$ cat config.mk
export PLATFORM = sky130hd
export DESIGN_NAME = lrgd_ctrl
export DESIGN_NICKNAME = d
export VERILOG_FILES = /design/src/rtl/core/lrgd_pkg.sv /design/src/rtl/core/lrgd_ctrl.sv
export SDC_FILE = /design/constraint.sdc
export NUM_CORES = 1
export LEC_CHECK = 0
export BUFFER_PORTS_ARGS = -buffer_cell sky130_fd_sc_hd__buf_2
export CORE_MARGIN = 2
export CORE_UTILIZATION = 45
export CTS_CLUSTER_DIAMETER = 60
export CTS_CLUSTER_SIZE = 10
export DETAILED_ROUTE_END_ITERATION = 8
export PLACE_DENSITY = 0.71
export SYNTH_ARGS = -nofsm -noshare
export SYNTH_HDL_FRONTEND = slang
export SYNTH_SLANG_ARGS = --single-unit
$ cat constraint.sdc
create_clock -name i_clk -period 2 [get_ports i_clk]
set_input_delay 0 -clock i_clk [delete_from_list [all_inputs] [get_ports i_clk]]
set_output_delay 0 -clock i_clk [all_outputs]
set_load 0.05 [all_outputs]
$ cat src/rtl/core/lrgd_pkg.sv
// ----------------------------------------------------------------------------
// lrgd_pkg
// types, codes and fixed-point helpers of the gradient descent trainer
// ----------------------------------------------------------------------------
package lrgd_pkg;

    // input transaction
    typedef struct packed {
        logic signed [31:0] feature_value;
        logic signed [31:0] target_value;
        logic               set_end;
    } t_item;

    // result transaction
    typedef struct packed {
        logic signed [31:0] coefficient;
        logic [3:0]         coefficient_index;
        logic               last;
    } t_result;

    // register indexes
    localparam logic [1:0] CFG_LEARNING_RATE = 2'd0;
    localparam logic [1:0] CFG_EPOCH_COUNT   = 2'd1;
    localparam logic [1:0] CFG_FEATURE_COUNT = 2'd2;

    localparam logic [15:0] LR_RESET    = 16'd655;
    localparam logic [15:0] EPOCH_RESET = 16'd100;
    localparam logic [3:0]  FC_RESET    = 4'd1;

    // datapath operations
    typedef logic [3:0] t_op;
    localparam t_op OP_IDLE  = 4'd0;
    localparam t_op OP_INIT  = 4'd1;
    localparam t_op OP_P_RD  = 4'd2;
    localparam t_op OP_P_MUL = 4'd3;
    localparam t_op OP_P_ACC = 4'd4;
    localparam t_op OP_G_RD  = 4'd5;
    localparam t_op OP_G_ERR = 4'd6;
    localparam t_op OP_G_MUL = 4'd7;
    localparam t_op OP_G_ACC = 4'd8;
    localparam t_op OP_DIV   = 4'd9;
    localparam t_op OP_STEP  = 4'd10;
    localparam t_op OP_UPD   = 4'd11;
    localparam t_op OP_EMIT  = 4'd12;

    typedef struct packed {
        t_op  op;
        logic load;
        logic div_start;
    } t_cmd;

    typedef struct packed {
        logic row_last;
        logic col_last;
        logic col_bias;
        logic epoch_last;
        logic set_empty;
        logic epochs_zero;
        logic div_done;
    } t_status;

    // saturate a 33 bit sum to 32 bits
    function automatic logic signed [31:0] sat33(input logic signed [32:0] s);
        if (s[32] != s[31]) begin
            return s[32] ? 32'sh8000_0000 : 32'sh7fff_ffff;
        end
        return s[31:0];
    endfunction

    // saturating add
    function automatic logic signed [31:0] sadd(input logic signed [31:0] a,
                                                input logic signed [31:0] b);
        logic signed [32:0] s;
        s = {a[31], a} + {b[31], b};
        return sat33(s);
    endfunction

    // Q16.16 product rescale: floor shift by 16, saturate
    function automatic logic signed [31:0] qsat(input logic signed [63:0] p);
        logic signed [47:0] sh;
        sh = p[63:16];
        if (!sh[47] && (|sh[46:31])) begin
            return 32'sh7fff_ffff;
        end
        if (sh[47] && !(&sh[46:31])) begin
            return 32'sh8000_0000;
        end
        return sh[31:0];
    endfunction

endpackage

$ cat src/rtl/core/lrgd_ctrl.sv
// ----------------------------------------------------------------------------
// lrgd_ctrl
// sequencer for loading, training epochs and coefficient output
// ----------------------------------------------------------------------------
module lrgd_ctrl (
    input  logic              i_clk,
    input  logic              i_rst_n,
    input  logic              i_start,
    input  logic              i_set_end,
    input  lrgd_pkg::t_status i_status,
    output lrgd_pkg::t_cmd    o_cmd,
    output logic              o_busy
);
    import lrgd_pkg::*;

    localparam logic [3:0] S_LOAD     = 4'd0;
    localparam logic [3:0] S_INIT     = 4'd1;
    localparam logic [3:0] S_P_RD     = 4'd2;
    localparam logic [3:0] S_P_MUL    = 4'd3;
    localparam logic [3:0] S_P_ACC    = 4'd4;
    localparam logic [3:0] S_G_RD     = 4'd5;
    localparam logic [3:0] S_G_ERR    = 4'd6;
    localparam logic [3:0] S_G_MUL    = 4'd7;
    localparam logic [3:0] S_G_ACC    = 4'd8;
    localparam logic [3:0] S_DIV_GO   = 4'd9;
    localparam logic [3:0] S_DIV_WAIT = 4'd10;
    localparam logic [3:0] S_STEP     = 4'd11;
    localparam logic [3:0] S_UPD      = 4'd12;
    localparam logic [3:0] S_EMIT     = 4'd13;

    logic [3:0] r_state;
    logic [3:0] n_state;
    logic       n_load;

    assign n_load = i_start && (r_state == S_LOAD);

    // next state
    always_comb begin
        n_state = r_state;
        case (r_state)
            S_LOAD:     if (n_load && i_set_end) n_state = S_INIT;
            S_INIT: begin
                if (i_status.set_empty || i_status.epochs_zero) n_state = S_EMIT;
                else n_state = S_P_RD;
            end
            S_P_RD:     n_state = S_P_MUL;
            S_P_MUL:    n_state = S_P_ACC;
            S_P_ACC: begin
                if (i_status.col_last && i_status.row_last) n_state = S_G_RD;
                else n_state = S_P_RD;
            end
            S_G_RD:     n_state = S_G_ERR;
            S_G_ERR:    n_state = S_G_MUL;
            S_G_MUL:    n_state = S_G_ACC;
            S_G_ACC: begin
                if (i_status.row_last) n_state = S_DIV_GO;
                else n_state = S_G_RD;
            end
            S_DIV_GO:   n_state = S_DIV_WAIT;
            S_DIV_WAIT: if (i_status.div_done) n_state = S_STEP;
            S_STEP:     n_state = S_UPD;
            S_UPD: begin
                if (!i_status.col_bias) n_state = S_G_RD;
                else if (i_status.epoch_last) n_state = S_EMIT;
                else n_state = S_P_RD;
            end
            S_EMIT:     if (i_status.col_bias) n_state = S_LOAD;
            default:    n_state = S_LOAD;
        endcase
    end

    // state register
    always_ff @(posedge i_clk) begin
        if (!i_rst_n) begin
            r_state <= S_LOAD;
        end else begin
            r_state <= n_state;
        end
    end

    // command decode
    always_comb begin
        o_cmd.load      = n_load;
        o_cmd.div_start = (r_state == S_DIV_GO);
        case (r_state)
            S_INIT:     o_cmd.op = OP_INIT;
            S_P_RD:     o_cmd.op = OP_P_RD;
            S_P_MUL:    o_cmd.op = OP_P_MUL;
            S_P_ACC:    o_cmd.op = OP_P_ACC;
            S_G_RD:     o_cmd.op = OP_G_RD;
            S_G_ERR:    o_cmd.op = OP_G_ERR;
            S_G_MUL:    o_cmd.op = OP_G_MUL;
            S_G_ACC:    o_cmd.op = OP_G_ACC;
            S_DIV_GO:   o_cmd.op = OP_DIV;
            S_DIV_WAIT: o_cmd.op = OP_DIV;
            S_STEP:     o_cmd.op = OP_STEP;
            S_UPD:      o_cmd.op = OP_UPD;
            S_EMIT:     o_cmd.op = OP_EMIT;
            default:    o_cmd.op = OP_IDLE;
        endcase
    end

    assign o_busy = (r_state != S_LOAD);

endmodule

# --- Word level (Yosys, flattened, before mapping) ---
# Memories as Yosys holds them, arrays and structs flattened. A register that Yosys moved wholly into a read port is not among the register bits.
# Index checks and enable logic that the tools add are counted.
totals:
  register_bits: 4
  latch_bits: 0
  ramBits: 0
  mem_bits_ro: 64
  in_bits: 11
  out_inout_bits: 7
  mem_count: 1
op_classes:
  addsub: 0
  n_mul: 0
  n_div: 0
  order_cmp: 0
  eq_ne: 16
  shift: 0
  muxes: 11
  bitwise_logic: 0
  n_reduce_logical: 7
mem_list:
  columns: ["memory", "words", "word_bits", "read_ports", "rd_ports_with_merged_regs", "wr", "line_no", "source"]
  rows:
  - ["(name not given)", 16, 4, 1, 1, 0, "lrgd_ctrl.sv:85", "case (r_state)"]
ops:
  columns: ["operator", "count"]
  rows:
  - ["$pmux 4 s14", 1]
  - ["$mux 4", 9]
  - ["$eq 4x4->1 const B", 6]
  - ["$eq 4x3->1 const B", 4]
  - ["$eq 4x2->1 const B", 2]
  - ["$eq 4x1->1 const B", 1]
  - ["$logic_not 4->1", 1]
  - ["$ne 2x2->1 const B", 2]
  - ["$reduce_bool 4->1", 1]
  - ["$logic_and 1x1->1", 3]
  - ["$mux 3", 1]
  - ["$reduce_and 3->1", 1]
  - ["$ne 2x1->1 const B", 1]
  - ["$logic_or 1x1->1", 1]

# --- Logic depth before layout (Yosys ltp) ---
# Gate-level depths: netlist of the first run.
depth:
  word_depth: 7
  mapped_depth: 11
  ltp_nobuf: 9

# --- Worst setup path after synthesis of the first run ---
# Ideal clock, no wire load.
synth_timing:
  path_kind: "register -> register"
  start: "reg r_state[0]"
  end: "reg, netlist name o_cmd[2]"
  arrival_ns: 2.059
  path_slack_ns: -0.181
  path_stages_with_launch: 10
  path_buffers: 2
  synth_period_minus_slack_ns: 2.181
  cell_sequence: "dfxtp_1 > buf_4 > buf_6 > a211o_1 > a32o_1 > o21ai_0 > ha_1 > nand2_1 > mux2i_1 > mux2_4"
synth_between:
  elab_chain_cells: 7
  elab_cells_between_ends: 23
synth_lines:
  columns: ["item", "line_no", "source"]
  rows:
  - ["start, declared", "lrgd_ctrl.sv:31", "logic [3:0] r_state;"]
  - ["start signal, assigned", "lrgd_ctrl.sv:77", "r_state <= n_state;"]
  - ["$logic_not 4->1", "lrgd_ctrl.sv:35, lrgd_ctrl.sv:40", null]
  - ["$logic_and 1x1->1", "lrgd_ctrl.sv:35", "assign n_load = i_start && (r_state == S_LOAD);"]
  - ["$logic_and 1x1->1", "lrgd_ctrl.sv:41", "S_LOAD: if (n_load && i_set_end) n_state = S_INIT;"]
  - ["$ne 2x1->1 (no source line)", null, null]
  - ["$reduce_and 3->1 (no source line)", null, null]
  - ["$mux 4 (no source line) (*) (2 in a row)", null, null]
# Mark *: on every way between the ends. The rest lies on a longest branch, timed or not.
# A chain may end at the register's enable or synchronous reset.

# --- Final worst setup path of the first run ---
layout_timing:
  start: "reg r_state[1]"
  end: "reg, netlist name o_cmd[2]"
layout_between:
  elab_chain_cells: 7
  elab_cells_between_ends: 23
layout_lines:
  columns: ["item", "line_no"]
  rows:
  - ["$logic_not 4->1", "lrgd_ctrl.sv:35, lrgd_ctrl.sv:40"]
  - ["$logic_and 1x1->1", "lrgd_ctrl.sv:35"]
  - ["$logic_and 1x1->1", "lrgd_ctrl.sv:41"]
  - ["$ne 2x1->1 (no source line)", null]
  - ["$reduce_and 3->1 (no source line)", null]
  - ["$mux 4 (no source line) (*) (2 in a row)", null]
# Marks and branches as above.

==> results of run 1 <==
-- worst max-delay path, stage by stage (launching register included) --
cell and delay, ns:
sky130_fd_sc_hd__dfxtp_2 0.33, sky130_fd_sc_hd__buf_12 0.13, sky130_fd_sc_hd__o21a_1 0.16, sky130_fd_sc_hd__o32a_1 0.37
sky130_fd_sc_hd__o21ai_2 0.14, sky130_fd_sc_hd__inv_1 0.06, sky130_fd_sc_hd__ha_1 0.26, sky130_fd_sc_hd__nand2_1 0.06
sky130_fd_sc_hd__mux2i_1 0.07, sky130_fd_sc_hd__mux2_4 0.25
-- flip-flops by register name, summed over array words and instances (netlist names) --
signal	flops
o_cmd	4
r_state	4
-- what timing repair did --
action / 4_1_cts / 5_1_grt
hold endpoints to repair: 0 / 0
setup buffers: 0 / 5
endpoints found under the setup margin: 0 / 2
resized for setup: 0 / 7
-- through the flow --
step,hold slack (ns),TNS (ns)
floorplan,0.130,0
global placement,0.341,0
detailed placement,0.344,0
CTS,0.0830,0
global route,0.118,-0.0718
finish,0.107,0
-- cells by family after synthesis --
kind of cell / after synthesis / share of synthesized area (%)
AOI/OAI and AO/OA: 23 / 24.1
xor gates and xnor gates: 1 / 1.29
adders and majority gates: 3 / 5.53
buffers and inverters: 17 / 12.7
DFF: 8 / 23.6
muxes: 4 / 6.63
and+or+nand+nor: 30 / 26.2
-- area by class of cell --
class	count	area, um2	area share, %
timing repair buffer	33	243	25.6
clock buffer	3	22.5	2.37
multi-input combinational	61	468	49.3
sequential	8	163	17.1
inverter	9	33.8	3.56
tap	16	20.0	2.11
-- per-layer routing --
metal  up-vias  GRT usage (%)
met2        18           28.8
met1       349           22.5
met5         -              0
met3         2           6.81
li1        367              -
met4         0           5.63
-- cells in the final DEF, fill, tap and decap left out, drive strengths merged, types with 3 or more instances in the layout --
master,n
clkbuf,3
buf,33
nor2,3
ha,3
inv,9
mux2i,3
a21oi,5
nand2,6
nor3,3
o21ai,5
dfxtp,8
nor2b,3
-- worst min path at each step --
| stage | slack, ns | startpoint | end |
|---|---|---|---|
| 2_1_floorplan | 0.13 | i_rst_n | o_cmd[5] |
| 3_3_place_gp | 0.34 | i_rst_n | r_state[2] |
| 3_5_place_dp | 0.34 | i_rst_n | r_state[3] |
| 4_1_cts | 0.08 | i_rst_n | r_state[3] |
| 5_1_grt | 0.12 | i_rst_n | r_state[2] |
| 6_report | 0.11 | i_rst_n | r_state[2] |
-- power by group --
| part | switching [uW] | total, uW | internal [uW] |
|---|---|---|---|
| clock network | 48.7 | 117 | 68.2 |
| logic | 740 | 1370 | 631 |
| registers | 51.9 | 284 | 232 |
==> metrics.txt, run 1 <==
# TYPE chip_impl_metric gauge
chip_impl_info{name="count_leader_synth",value="sky130_fd_sc_hd__inv_1"} 1
chip_impl_metric{name="placedInstanceArea",unit="um2"} 862
chip_impl_metric{name="setup_viol_count_final",unit=""} 0
chip_impl_metric{name="hold-path-cell-count",unit=""} 2
chip_impl_metric{name="reg2reg_slack",unit="ns"} 0.06
chip_impl_metric{name="endpoint_required_time_on_the_critical_path",unit="ns"} 2.14
chip_impl_metric{name="htreeDepth",unit=""} 1
chip_impl_metric{name="power-per-cell-area",unit="nW/um2"} 1870
chip_impl_info{name="result_of_the_run",value="complete, no violations"} 1
chip_impl_metric{name="placed_cells_incl_taps",unit=""} 122
chip_impl_metric{name="synth-seq-area-share",unit="%"} 23.6
chip_impl_info{name="worst-setup-path-type",value="flop to flop"} 1
chip_impl_metric{name="cap_violations",unit=""} 0
chip_impl_metric{name="clk-insertion-delay-late",unit="ns"} 0.25
chip_impl_info{name="worst_r2r_src",value="r_state[1]"} 1
chip_impl_metric{name="drt_total_wl",unit="um"} 1680
chip_impl_metric{name="cts_hold_repair.buffers",unit=""} 0
chip_impl_metric{name="initial_core_utilization",unit="%"} 46.7
chip_impl_metric{name="number_of_flops_mapped_to_enable_cells_by_yosys",unit=""} 0
chip_impl_metric{name="grt_max_degree",unit=""} 20
chip_impl_metric{name="first_global_vias",unit=""} 610
chip_impl_metric{name="timing.reg2reg.worst_path_depth",unit=""} 9
chip_impl_metric{name="critical_path_peak_fanout",unit=""} 10
chip_impl_metric{name="layout.filler_cells",unit=""} 127
chip_impl_info{name="cts_tree",value="yes"} 1
chip_impl_info{name="cp-end-kind",value="flop"} 1
chip_impl_metric{name="clock_tree.buffer_depth",unit=""} 2
chip_impl_metric{name="pre_cts_slack",unit="ns"} 0.0257
chip_impl_metric{name="core_area",unit="um2"} 1450
chip_impl_metric{name="yosysWarnings",unit=""} 0
chip_impl_metric{name="async_flop_share",unit="%"} 0
chip_impl_metric{name="antenna_found_initial",unit=""} 0
chip_impl_info{name="route.top_layer_used",value="met4"} 1
chip_impl_metric{name="tightestPinTransition",unit="ns"} 0.346
chip_impl_metric{name="drtAntennaViolNets",unit=""} 0
chip_impl_metric{name="setup_slack",unit="ns"} 0.0550
chip_impl_metric{name="post-route-cell-area",unit="um2"} 950
chip_impl_info{name="synthTopCellsByCount",value="sky130_fd_sc_hd__inv_1, sky130_fd_sc_hd__dfxtp_1, sky130_fd_sc_hd__nand2_1"} 1
chip_impl_metric{name="fin_crit_sh",unit="%"} 97.2
chip_impl_metric{name="drt_iter0_drc",unit=""} 21
chip_impl_metric{name="ios",unit=""} 18
chip_impl_metric{name="globalplace.congestion",unit=""} 0.825
chip_impl_metric{name="first_pass_grt_wire_length",unit="um"} 2550
chip_impl_metric{name="drt-pass1-iter-count",unit=""} 4
chip_impl_info{name="cp-start-kind",value="flop"} 1
chip_impl_info{name="critPathLaunch",value="r_state[1]"} 1
chip_impl_metric{name="detailroute.wirelength.met2",unit="um"} 889
chip_impl_metric{name="design_power_total",unit="uW"} 1770
chip_impl_info{name="reg2reg_to",value="o_cmd[2]"} 1
chip_impl_metric{name="vdd_drop_max",unit="uV"} 934
chip_impl_info{name="clock_tree.root_cell",value="sky130_fd_sc_hd__clkbuf_4"} 1
chip_impl_info{name="cp-endpoint",value="o_cmd[2]"} 1
chip_impl_info{name="worstHoldPathType",value="primary input to flop"} 1
chip_impl_metric{name="clk_pin_slew",unit="ns"} 0.05
chip_impl_metric{name="worst_clock_skew",unit="ns"} 0.00108
chip_impl_metric{name="via_per_inst",unit=""} 5.66
chip_impl_metric{name="floorplan.die.height",unit="um"} 42.9
chip_impl_metric{name="fin_nets",unit=""} 130
chip_impl_metric{name="synth_cell_type_count",unit=""} 38
chip_impl_metric{name="ratio_of_cells_with_drive_above_1_in_the_final_layout",unit="%"} 43.0
chip_impl_metric{name="hold_violations",unit=""} 0
chip_impl_metric{name="wl_met3",unit="um"} 73
chip_impl_metric{name="dp_hpwl",unit="um"} 1150
chip_impl_info{name="synth_top_flop_cell",value="sky130_fd_sc_hd__dfxtp_1"} 1
chip_impl_info{name="synth.top_cells.by_area",value="sky130_fd_sc_hd__dfxtp_1, sky130_fd_sc_hd__ha_1, sky130_fd_sc_hd__inv_1"} 1
chip_impl_metric{name="fin_crit",unit="ns"} 1.94
chip_impl_metric{name="cts.sinks",unit=""} 8
chip_impl_metric{name="postSynthRegisterBits",unit=""} 8
chip_impl_metric{name="mean_instance_size_in_the_synthesized_netlist",unit="um2"} 7.90
chip_impl_metric{name="final_core_util",unit="%"} 65.3
chip_impl_metric{name="m1WireLength",unit="um"} 709
chip_impl_metric{name="maxClockFrequency",unit="MHz"} 514
chip_impl_metric{name="post_synth_inst_count",unit=""} 86
chip_impl_metric{name="area_growth_from_synthesis_to_layout",unit="%"} 39.8
chip_impl_metric{name="routed-via-count",unit=""} 736
chip_impl_info{name="setup_repair_after_global_routing_missed_its_margin",value="true"} 1
chip_impl_metric{name="worst-endpoint-arrival",unit="ns"} 2.08
chip_impl_metric{name="post_synth_instance_area",unit="um2"} 679
chip_impl_metric{name="rows",unit=""} 14
chip_impl_metric{name="slew_viol_final",unit=""} 0
chip_impl_metric{name="floorplan.die.width",unit="um"} 42.9
chip_impl_info{name="yosys.area.top_type",value="sky130_fd_sc_hd__dfxtp_1"} 1
chip_impl_metric{name="power.leakage",unit="uW"} 0.000466
chip_impl_metric{name="grtUsageTotal",unit="%"} 18.1
chip_impl_metric{name="antenna-diode-count",unit=""} 0
chip_impl_metric{name="drt-wirelength-per-cell",unit="um"} 12.9
chip_impl_metric{name="drt_drc",unit=""} 0
chip_impl_metric{name="netlist.area_leader.share",unit="%"} 23.6
chip_impl_metric{name="max_slew_margin",unit="%"} 77.0
chip_impl_metric{name="cts_buffers",unit=""} 3
chip_impl_metric{name="finish.cell_count_without_fillers",unit=""} 130
chip_impl_metric{name="port_buffers",unit=""} 17
chip_impl_metric{name="gr-total-overflow",unit=""} 0
chip_impl_metric{name="die_area",unit="um2"} 1840
chip_impl_metric{name="synth.net_count",unit=""} 100
Note: power is estimated with default switching activity, not from simulation.
==> run 2: changes to the inputs <==
Settings changed: ABC_AREA set to 1, CORE_MARGIN 2 to not set, CORE_UTILIZATION 45 to 44, PLACE_DENSITY 0.71 to 0.7.
==> run 2 against run 1 <==
Net effect: wire length is 18% lower; highest routed layer unchanged; largest cell class unchanged; area after synthesis decreased by 5.2%; register-to-register slack better by 0.12 ns; critical endpoint unchanged; critical path type unchanged.
==> metrics.txt, run 2 <==
# TYPE chip_impl_metric gauge
chip_impl_info{name="setup_repair_after_global_routing_missed_its_margin",value="false"} 1
chip_impl_metric{name="number_of_flops_mapped_to_enable_cells_by_yosys",unit=""} 0
chip_impl_metric{name="dp_hpwl",unit="um"} 1100
chip_impl_metric{name="ratio_of_cells_with_drive_above_1_in_the_final_layout",unit="%"} 24.6
chip_impl_metric{name="grtUsageTotal",unit="%"} 19.1
chip_impl_metric{name="routed-via-count",unit=""} 699
chip_impl_metric{name="power.leakage",unit="uW"} 0.000490
chip_impl_metric{name="htreeDepth",unit=""} 1
chip_impl_metric{name="core_area",unit="um2"} 1330
chip_impl_info{name="result_of_the_run",value="complete, no violations"} 1
chip_impl_metric{name="synth-xor-area-share",unit="%"} 0
chip_impl_metric{name="rows",unit=""} 13
chip_impl_metric{name="drt_drc",unit=""} 0
chip_impl_metric{name="post_synth_and_or_nand_nor_area_fraction",unit="%"} 48.5
chip_impl_metric{name="antenna_found_initial",unit=""} 0
chip_impl_metric{name="async_flop_share",unit="%"} 0
chip_impl_metric{name="via_per_inst",unit=""} 4.82
chip_impl_metric{name="clock_tree.buffer_depth",unit=""} 2
chip_impl_metric{name="yosysWarnings",unit=""} 0
chip_impl_metric{name="mean_instance_size_in_the_synthesized_netlist",unit="um2"} 5.81
chip_impl_info{name="mostFrequentLayoutCells",value="sky130_fd_sc_hd__nand2_1, sky130_fd_sc_hd__inv_1, sky130_fd_sc_hd__buf_2, sky130_fd_sc_hd__nor2_1, sky130_fd_sc_hd__nand3_1"} 1
chip_impl_metric{name="fin_nets",unit=""} 146
chip_impl_metric{name="post_synth_instance_area",unit="um2"} 644
chip_impl_metric{name="yosys.area_share.adder",unit="%"} 5.83
chip_impl_info{name="worst-setup-path-type",value="flop to flop"} 1
chip_impl_metric{name="maxClockFrequency",unit="MHz"} 548
chip_impl_metric{name="hold_violations",unit=""} 0
chip_impl_metric{name="clk-insertion-delay-late",unit="ns"} 0.25
chip_impl_info{name="worstHoldPathType",value="primary input to flop"} 1
chip_impl_metric{name="cts.sinks",unit=""} 8
chip_impl_info{name="synth_top_flop_cell",value="sky130_fd_sc_hd__dfxtp_1"} 1
chip_impl_metric{name="slew_viol_final",unit=""} 0
chip_impl_info{name="path_cells",value="nand2_1 > inv_1 > nand3_1 > nand2_1 > nor2_1 > nand2_1 > nand2_2 > nor2_4 > inv_1 > ha_1 > nand2_1 > nand2_1 > nand2_1 > nand2_1"} 1
chip_impl_metric{name="antenna-diode-count",unit=""} 0
chip_impl_metric{name="clk_pin_slew",unit="ns"} 0.05
chip_impl_info{name="crit_slowest_cell",value="sky130_fd_sc_hd__dfxtp_1"} 1
chip_impl_info{name="synthTopCellsByCount",value="sky130_fd_sc_hd__nand2_1, sky130_fd_sc_hd__inv_1, sky130_fd_sc_hd__nor2_1"} 1
chip_impl_metric{name="worst_clock_skew",unit="ns"} 0.00108
chip_impl_metric{name="endpoint_required_time_on_the_critical_path",unit="ns"} 2.14
chip_impl_metric{name="synth-seq-area-share",unit="%"} 24.9
chip_impl_metric{name="ios",unit=""} 18
chip_impl_info{name="cp-end-kind",value="flop"} 1
chip_impl_metric{name="critical_path_peak_fanout",unit=""} 4
chip_impl_metric{name="finish.cell_count_without_fillers",unit=""} 145
chip_impl_info{name="count_leader_synth",value="sky130_fd_sc_hd__nand2_1"} 1
chip_impl_metric{name="cts_buffers",unit=""} 3
chip_impl_info{name="cts_tree",value="yes"} 1
chip_impl_metric{name="drt_total_wl",unit="um"} 1380
chip_impl_metric{name="critical_path.max_stage_delay",unit="ns"} 0.41
chip_impl_metric{name="synth.net_count",unit=""} 125
chip_impl_info{name="worst_path_most_repeated_cell",value="sky130_fd_sc_hd__nand2_1"} 1
chip_impl_metric{name="max_slew_margin",unit="%"} 81.3
chip_impl_info{name="mostFrequentLayoutCell",value="sky130_fd_sc_hd__nand2_1"} 1
chip_impl_metric{name="area_growth_from_synthesis_to_layout",unit="%"} 21.0
chip_impl_info{name="synth.top_cells.by_area",value="sky130_fd_sc_hd__dfxtp_1, sky130_fd_sc_hd__nand2_1, sky130_fd_sc_hd__inv_1"} 1
chip_impl_metric{name="fin_crit",unit="ns"} 1.82
chip_impl_metric{name="post_synth_inst_count",unit=""} 111
chip_impl_metric{name="tightestPinTransition",unit="ns"} 0.281
chip_impl_metric{name="cts_hold_repair.buffers",unit=""} 0
chip_impl_metric{name="synth_cell_type_count",unit=""} 18
chip_impl_metric{name="die_area",unit="um2"} 1620
chip_impl_info{name="clock_tree.root_cell",value="sky130_fd_sc_hd__clkbuf_4"} 1
chip_impl_metric{name="postSynthRegisterBits",unit=""} 8
chip_impl_metric{name="floorplan.die.width",unit="um"} 40.3
chip_impl_metric{name="first_pass_grt_wire_length",unit="um"} 1990
chip_impl_metric{name="placed_cells_incl_taps",unit=""} 142
chip_impl_info{name="synth_top_family_by_area",value="simple AND/OR/NAND/NOR gates"} 1
chip_impl_metric{name="power-per-cell-area",unit="nW/um2"} 1790
chip_impl_metric{name="first_global_vias",unit=""} 562
chip_impl_metric{name="cap_violations",unit=""} 0
chip_impl_metric{name="fin_crit_sh",unit="%"} 91.2
chip_impl_metric{name="grt_max_degree",unit=""} 7
chip_impl_metric{name="drt-pass1-iter-count",unit=""} 4
chip_impl_metric{name="drt_iter0_drc",unit=""} 19
chip_impl_metric{name="port_buffers",unit=""} 17
chip_impl_metric{name="vdd_drop_max",unit="uV"} 767
chip_impl_metric{name="floorplan.die.height",unit="um"} 40.3
chip_impl_metric{name="final_sum_of_negative_setup_slack",unit="ns"} 0
chip_impl_metric{name="fraction_of_the_mapped_netlist_area_in_compound_gates",unit="%"} 6.21
chip_impl_metric{name="globalplace.congestion",unit=""} 0.811
chip_impl_metric{name="drtAntennaViolNets",unit=""} 0
chip_impl_metric{name="netlist.area_leader.share",unit="%"} 24.9
chip_impl_metric{name="worst-endpoint-arrival",unit="ns"} 1.97
chip_impl_metric{name="setup_viol_count_final",unit=""} 0
chip_impl_metric{name="initial_core_utilization",unit="%"} 48.3
chip_impl_info{name="cp-start-kind",value="flop"} 1
chip_impl_metric{name="drt-wirelength-per-cell",unit="um"} 9.54
chip_impl_info{name="yosys.area.top_type",value="sky130_fd_sc_hd__dfxtp_1"} 1
chip_impl_metric{name="yosys-mux-area-fraction",unit="%"} 0
chip_impl_metric{name="gr-total-overflow",unit=""} 0
run 2: cell count changes after synthesis, sizes merged, moves of 3 or more:
cell / change
o21ai: -4
inv: +14
nor2b: -3
nor3: -3
buf: -6
nand2: +33
nand3: +8
a21oi: -3
mux2i: -3
nor2: +17
run 2: final cells by class:
class,instances,area (um2)
multi-input cells,79,405
flip-flops and latches,8,161
clock buffers,3,22.5
well taps,15,18.8
inverters,23,86.3
repair buffers,17,85.1
fillers,138,554
run 2: final timing paths:
path / to / cells past startpoint / from / slack (ns)
setup / recovery: o_cmd[2] / 14 / r_state[0] / 0.18
hold / removal: r_state[2] / 3 / i_rst_n / 0.04
setup reg to reg: o_cmd[2] / 14 / r_state[0] / 0.18
hold reg to reg: r_state[1] / 5 / r_state[2] / 0.83
run 2: timing repair:
item,in CTS,in global routing
gates resized for setup,0,4
setup endpoints to repair,0,2
buffers inserted,0,0
run 2: cell families (layout without fill, tap and decap cells):
group	Yosys count	after routing
and+or+nand+nor	71	71
buffers and inverters	24	43
DFF	8	8
AOI/OAI and AO/OA	5	5
adders and majority gates	3	3
run 2: critical path: cells and delay by family (launching register included):
family                   cells  cell delay, ns
AND/OR/NAND/NOR             11            0.87
adder cells (fa/ha/maj)      1            0.29
flip-flops                   1            0.41
buffers and inverters        2            0.16
run 2: report_power, final:
group	total, uW	switching, uW	internal [uW]
Sequential	282	55.6	226
Combinational	992	710	282
Clock	121	52.4	68.5
run 2: through the flow:
stage / hold slack [ns] / worst slack, ns / area, um2 / total power (uW) / utilization, %
4_1_cts: 0.0388 / 0.118 / 763 / 1360 / 57.2
3_3_place_gp: 0.283 / 0.178 / 741 / 1220 / 55.5
6_report: 0.0450 / 0.177 / 779 / 1390 / 58.4
3_5_place_dp: 0.298 / 0.125 / 741 / 1240 / 55.5
5_1_grt: 0.0609 / 0.0165 / 779 / 1530 / 58.4
2_1_floorplan: 0.147 / 0.0930 / 644 / 1060 / -
run 2: per-layer routing:
layer	GRT usage [%]	wire length (um)	part of all wire (%)
met1	23.2	625	45
met2	30.6	650	47
met3	3.33	88	6.4
met4	12.5	19	1.4
met5	0	0	0
